**config.mk**
```make
export PLATFORM = sky130hd
export DESIGN_NAME = wrrt_ctrl
export DESIGN_NICKNAME = d
export VERILOG_FILES = /design/src/sv/assert_macros.svh /design/src/sv/wrrt_pkg.sv /design/src/sv/wrrt_ctrl.sv
export SDC_FILE = /design/constraint.sdc
export NUM_CORES = 1
export LEC_CHECK = 0
export CAP_MARGIN = 10
export CORE_AREA = 2 2 39 41
export CTS_CLUSTER_SIZE = 14
export DETAILED_ROUTE_END_ITERATION = 7
export DIE_AREA = 0 0 41 43
export DONT_BUFFER_PORTS = 1
export GPL_TIMING_DRIVEN = 0
export SLEW_MARGIN = 15
export SYNTH_ARGS = -nofsm -noshare
export SYNTH_HDL_FRONTEND = slang
export SYNTH_SLANG_ARGS = --single-unit
```
**constraint.sdc**
```tcl
create_clock -name clk -period 2.11 [get_ports clk]
set_input_delay 0.1055 -clock clk [delete_from_list [all_inputs] [get_ports clk]]
set_output_delay 0.1055 -clock clk [all_outputs]
set_load 0.03 [all_outputs]
```
**src/sv/assert_macros.svh**
```systemverilog
// Assertion macros used by the top-level RTL file of the window range run tracker.
`ifndef ASSERT_MACROS_SVH
`define ASSERT_MACROS_SVH

// Same-cycle implication, disabled while reset is asserted.
`define ASSERT_IMPLIES(lbl, clk, rstn, ante, cons) \
	lbl: assert property (@(posedge clk) disable iff (!(rstn)) (ante) |-> (cons)) \
		else $error("implication check failed");

// Next-cycle implication, disabled while reset is asserted.
`define ASSERT_NEXT(lbl, clk, rstn, ante, cons) \
	lbl: assert property (@(posedge clk) disable iff (!(rstn)) (ante) |=> (cons)) \
		else $error("next-cycle check failed");

`endif

```
**src/sv/wrrt_pkg.sv**
```systemverilog
// Shared constants, types and helper functions of the window range run tracker.
package wrrt_pkg;

	localparam int HISTORY_DEPTH = 1024;
	localparam int ADDR_W        = $clog2(HISTORY_DEPTH);
	localparam int LEN_W         = $clog2(HISTORY_DEPTH + 2);
	localparam int SAMPLE_W      = 32;
	localparam int LIMIT_W       = 31;
	localparam int OUT_LEN_W     = 11;
	localparam int IN_TDATA_W    = 32;
	localparam int OUT_TDATA_W   = 24;

	typedef logic [ADDR_W-1:0]          addr_t;
	typedef logic [LEN_W-1:0]           len_t;
	typedef logic signed [SAMPLE_W-1:0] sample_t;
	typedef logic [LIMIT_W-1:0]         limit_t;

	localparam len_t DEPTH_LEN = LEN_W'(HISTORY_DEPTH);

	typedef struct packed {
		logic accept;
		logic upd;
		logic walk_init;
		logic walk_step;
		logic fin;
	} cmd_t;

	typedef struct packed {
		logic len_zero;
		logic len_full;
		logic limit_zero;
		logic range_hit;
		logic walk_empty;
		logic walk_last;
		logic out_free;
	} status_t;

	function automatic addr_t ptr_dec(addr_t p);
		return (p == '0) ? addr_t'(HISTORY_DEPTH - 1) : p - addr_t'(1);
	endfunction

	function automatic addr_t ptr_inc(addr_t p);
		return (p == addr_t'(HISTORY_DEPTH - 1)) ? '0 : p + addr_t'(1);
	endfunction

	// exact hi - lo >= lim, no wraparound
	function automatic logic range_ge(sample_t hi, sample_t lo, limit_t lim);
		logic signed [SAMPLE_W:0] diff;
		diff = {hi[SAMPLE_W-1], hi} - {lo[SAMPLE_W-1], lo};
		return diff >= $signed({2'b00, lim});
	endfunction

endpackage

```
**src/sv/wrrt_ctrl.sv**
```systemverilog
// Controller state machine of the window range run tracker.
module wrrt_ctrl (
	input  logic              clk,
	input  logic              arst_n,
	input  logic              in_valid,
	output logic              in_ready,
	input  wrrt_pkg::status_t status,
	output wrrt_pkg::cmd_t    cmd
);

	import wrrt_pkg::*;

	typedef enum logic [5:0] {
		ST_IDLE  = 6'b000001,
		ST_UPD   = 6'b000010,
		ST_CHK   = 6'b000100,
		ST_WINIT = 6'b001000,
		ST_WALK  = 6'b010000,
		ST_FIN   = 6'b100000
	} state_t;

	state_t state_q;
	state_t state_d;

	always_comb begin
		state_d       = state_q;
		cmd           = '0;
		in_ready      = 1'b0;
		unique case (state_q)
			ST_IDLE: begin
				in_ready   = 1'b1;
				cmd.accept = in_valid;
				if (in_valid) begin
					state_d = ST_UPD;
				end
			end
			ST_UPD: begin
				cmd.upd = 1'b1;
				priority if (status.len_zero) begin
					state_d = status.limit_zero ? ST_WINIT : ST_FIN;
				end else if (status.len_full) begin
					state_d = ST_WINIT;
				end else begin
					state_d = ST_CHK;
				end
			end
			ST_CHK: begin
				state_d = status.range_hit ? ST_WINIT : ST_FIN;
			end
			ST_WINIT: begin
				cmd.walk_init = 1'b1;
				state_d       = status.walk_empty ? ST_FIN : ST_WALK;
			end
			ST_WALK: begin
				cmd.walk_step = 1'b1;
				if (status.walk_last) begin
					state_d = ST_FIN;
				end
			end
			ST_FIN: begin
				cmd.fin = status.out_free;
				if (status.out_free) begin
					state_d = ST_IDLE;
				end
			end
			default: begin
				state_d = ST_IDLE;
			end
		endcase
	end

	always_ff @(posedge clk or negedge arst_n) begin
		if (!arst_n) begin
			state_q <= ST_IDLE;
		end else begin
			state_q <= state_d;
		end
	end

endmodule

```
# Word-level counts from Yosys, hierarchy flattened
# Cells that the tools add are included.
dict set report totals {
  reg_bits 6
  inputBits 10
  output_inout_bits 6
  elab_cells 26
}
dict set report op_classes {
  eq_ne 9
  n_mux 15
  reduce_logical 1
}
# operator count
set op_table {}
lappend op_table {{$mux 6} 7}
lappend op_table {{$pmux 6 s6} 1}
lappend op_table {{$eq 6x1->1 const B} 1}
lappend op_table {{$eq 6x2->1 const B} 1}
lappend op_table {{$eq 6x3->1 const B} 1}
lappend op_table {{$eq 6x4->1 const B} 1}
lappend op_table {{$eq 6x5->1 const B} 1}
lappend op_table {{$eq 6x6->1 const B} 1}
lappend op_table {{$mux 1} 6}
lappend op_table {{$ne 2x2->1 const B} 3}
lappend op_table {{$mux 4} 1}
lappend op_table {{$reduce_and 3->1} 1}

# Logic depth before layout (Yosys ltp)
dict set report logic_depth {
  depth_word 3
  mapped_depth 5
  mapped_depth_nobuf 5
}

# Worst setup path after synthesis
# No wires, ideal clock.
dict set report synth_timing {
  path_kind {reg2reg}
  start {register state_q[3]}
  end {register state_q[5]}
  arrival_ps 1487
  required_time_ps 2015
  setup_slack_ps 528
  stages_incl_launch_ff 6
  n_path_buf 0
  path_cell_list {dfrtp_1 > nor3_1 > nand3_1 > inv_1 > a31oi_1 > o31ai_1}
}
dict set report synth_via {
  elab_chain_len 3
  word_cells_on_any_way 11
}
# element line_no
set synth_rtl {}
lappend synth_rtl {{from (decl)} wrrt_ctrl.sv:22} ;# state_t state_q;
lappend synth_rtl {{from (signal assigned)} wrrt_ctrl.sv:76} ;# state_q <= state_d;
lappend synth_rtl {{$eq 6x5->1 (tied with other cells)} wrrt_ctrl.sv:29} ;# unique case (state_q)
lappend synth_rtl {{$ne 2x2->1 (no line)} --}
lappend synth_rtl {{$reduce_and 3->1 (no line)} --}
# Parallel ways exist; a longest one is shown, timed or not.
# A chain may end at the register's enable or synchronous reset.

# Worst setup path after layout
dict set report layout_timing {
  start {register state_q[3]}
  end {register state_q[2]}
}
# Same word-level chain as after synthesis.

==> run_results.csv <==
group,metric,value,unit
run_status,status,"finished, final reports clean",
sta,max-slew-margin-rel,0.637,
layout,layout_common_cells,"5 x nor2_1, 5 x dfrtp_1, 4 x inv_1, 4 x dlygate4sd3_1",
floorplanning,num_io_pins,16,
logic_synthesis,synth.yosys.seq_area_share,0.367,
worst_setup_path,critPathMaxFanout,7,
clock_tree,clk_transition_reported_paths,50,ps
pwr,vdd_drop_max,357,uV
sta,finalSetupTns,0,ps
global_route,first_global_vias,334,
sta,setup-violations-final,0,
drt,wirelength,840,um
layout,final_core_utilization,0.364,
sta,drv_slew,0,
sta,finalHoldViolCount,0,
layout,final_layout_size_suffix_gt1_frac,0.235,
pwr,power.sequential.fraction,0.333,
layout,reg_top3,"state_q (6)",
sta,worst_slew_pin_slew,543,ps
logic_synthesis,synth-warning-count,0,
floorplanning,die_h,43,um
clock_tree,worst_skew_pair.late_latency,240,ps
clock_tree,cts_htree_levels,1,
logic_synthesis,synth_fp_nets,53,
layout,insertedDiodeCount,0,
clock_tree,cts_inserted_buffers,3,
floorplanning,fp.dieArea,1760,um^2
worst_setup_path,critPathCaptureType,"flop",
pwr,p_clk_frac,0.203,
logic_synthesis,post_synth_instance_area,413,um^2
sta,min_period,1780,ps
logic_synthesis,yosys.area.top_type_share,0.303,
worst_setup_path,slowest_delay,560,ps
worst_setup_path,critical_path_depth,4,
floorplanning,core.rowCount,14,
clock_tree,clock_sink_count,6,
pwr,net-switching-power,0.000230,W
worst_hold_path,hp-class,"in2reg",
logic_synthesis,synth.lib_cells_used.distinct,24,
drt,detail_route.wl_per_cell,12.5,um
placement,routabilityCongestion,0.660,
pwr,p_leak,0.226,nW
sta,max_freq,562,MHz
layout,largest_reg_flops,6,
floorplanning,fp.dieW,41,um
placement,hpwl,676,um
pwr,p_sw_frac,0.418,
worst_setup_path,path_class,"reg2reg",
worst_hold_path,worst_hold_path.num_cells,1,
drt,drtIter0Drc,10,
logic_synthesis,top_cells_by_area_synth,"dfrtp_1 30%, dfstp_2 6.4%, or3_4 5.5%",
clock_tree,max-clock-path-buffers,2,
drt,drt-pass1-iter-count,2,
layout,nets_finish,62,
clock_tree,tritoncts_clock_tree,"done",
pwr,cellPowerDensity,1090,nW/um^2
sta,worst_clock_skew,3.45,ps
logic_synthesis,syn_inst,43,
pwr,internal_power,0.000321,W
logic_synthesis,postSynthRegisterBits,6,
worst_setup_path,critical_path_arrival,1960,ps
worst_setup_path,worstPathCellList,"nor3_2 > nand3_1 > nor3_1 > dlygate4sd3_1",
worst_setup_path,cpMaxStageDelayCell,"dlygate4sd3_1",
global_route,global_route_wire_length_before_repair,1.39,mm
layout,top_register,"state_q",
run,maxCapViolCount,0,
layout,area_growth,22.1,%
worst_setup_path,crit_buf_inv,1,
sta,final.period_utilization,0.843,
global_route,initial_antenna_violation_count,0,
logic_synthesis,yosysTopAreaCell,"dfrtp_1",
worst_setup_path,critical_path.startpoint_type,"flop",
worst_setup_path,setup.reg_to_reg.worst_slack,330,ps
floorplanning,floorplan.core_area,1380,um^2
global_route,grt_overflow_total,0,
placement,port_buffers,0,
clock_tree,clock_tree.root_cell,"clkbuf_4",
drt,drc_violations_left,0,
global_route,grt_max_degree,8,
logic_synthesis,syn_area_per_cell,9.60,um^2
drt,vias_per_cell,5.55,
global_route,grt_use_total,0.123,
floorplanning,initial_cell_density_of_the_core,0.298,
worst_setup_path,timing.critical_path.max_delay_family,"simple AND/OR/NAND/NOR gates",
drt,detailroute.via_count,372,
layout,layout.filler_cells,154,
sta,grt_setup_unrepaired,"false",
worst_setup_path,worstRegToRegCells,4,
pwr,power.share.combinational,0.465,
worst_setup_path,required,2290,ps
drt,drtAntennaViolNets,0,
power groups by stage:
stage	Clock (W)	Combinational (W)	Sequential (W)
4_1_cts	0.000119	0.000257	0.000181
3_3_place_gp	0	0.000247	0.000182
6_report	0.000112	0.000256	0.000183
3_5_place_dp	0	0.000248	0.000183
5_1_grt	0.000126	0.000279	0.000190
2_1_floorplan	0	0.000222	0.000174
cell type report:
cell class | instances | area [um^2] | area share
well taps | 16 | 20.0 | 0.0397
clock buffers | 4 | 26.3 | 0.0521
multi-input cells | 33 | 251 | 0.499
flip-flops and latches | 6 | 151 | 0.300
repair buffers | 4 | 40.0 | 0.0794
inverters | 4 | 15.0 | 0.0298
worst register-to-register path, delay by kind of cell (launching register included):
family | cells | cell delay [ps]
DFF | 1 | 440
buffers and inverters | 1 | 560
and+or+nand+nor | 3 | 710
final timing paths:
path | startpoint | to
setup reg to reg | state_q[3] | state_q[2]
hold reg to reg | state_q[2] | state_q[3]
max in group asynchronous | arst_n | state_q[0]
setup / recovery | state_q[3] | state_q[2]
hold / removal | in_valid | state_q[1]
min in group asynchronous | arst_n | state_q[2]
metal layers:
layer / vias to the layer above / global-route usage / part of all wire
met4: 0 / 0.100 / 0.011
met3: 2 / 0.0576 / 0.083
li1: 182 / - / -
met2: 12 / 0.159 / 0.42
met1: 176 / 0.146 / 0.48
met5: - / 0 / 0
kinds of logic (layout without fill, tap and decap cells):
group / count (synthesis) / in the layout / share of synthesized area
compound gates: 9 / 9 / 0.161
xor+xnor: 1 / 1 / 0.0212
buf+inv: 4 / 12 / 0.0364
flops: 6 / 6 / 0.367
mux: 1 / 1 / 0.0242
simple gates: 22 / 22 / 0.391
Yosys cell counts (all sizes together):
cell type  number
dfstp           1
xnor2           1
inv             4
and3            2
o211ai          1
mux2i           1
or4b            1
nand3           1
o31ai           1
nor2            5
or3b            1
or3             2
nand4b          2
nor3            2
nand3b          2
a31oi           2
dfrtp           5
o21ai           3
nor2b           1
and3b           1
o211a           1
a221oi          1
or4bb           1
and4            1
repair_timing:
| action | 4_1_cts | 5_1_grt |
|---|---|---|
| setup buffers | 0 | 0 |
| endpoints found under the hold margin | 8 | 0 |
| setup endpoints to repair | 0 | 2 |
| hold buffers | 4 | 0 |
| resized for setup | 0 | 1 |
stage by stage:
step / power (W) / hold slack [ps] / area, um^2 / worst slack, ps / std cells
after floorplan: 0.000396 / -190 / 413 / 528 / 43
after CTS: 0.000557 / 46.2 / 499 / 166 / 67
final: 0.000550 / 54.7 / 504 / 332 / 67
after global placement: 0.000429 / -190 / 433 / 292 / 59
after global routing: 0.000595 / 49.0 / 504 / 205 / 67
after detailed placement: 0.000431 / -190 / 433 / 262 / 59
Power figures use the tool's default switching activity.
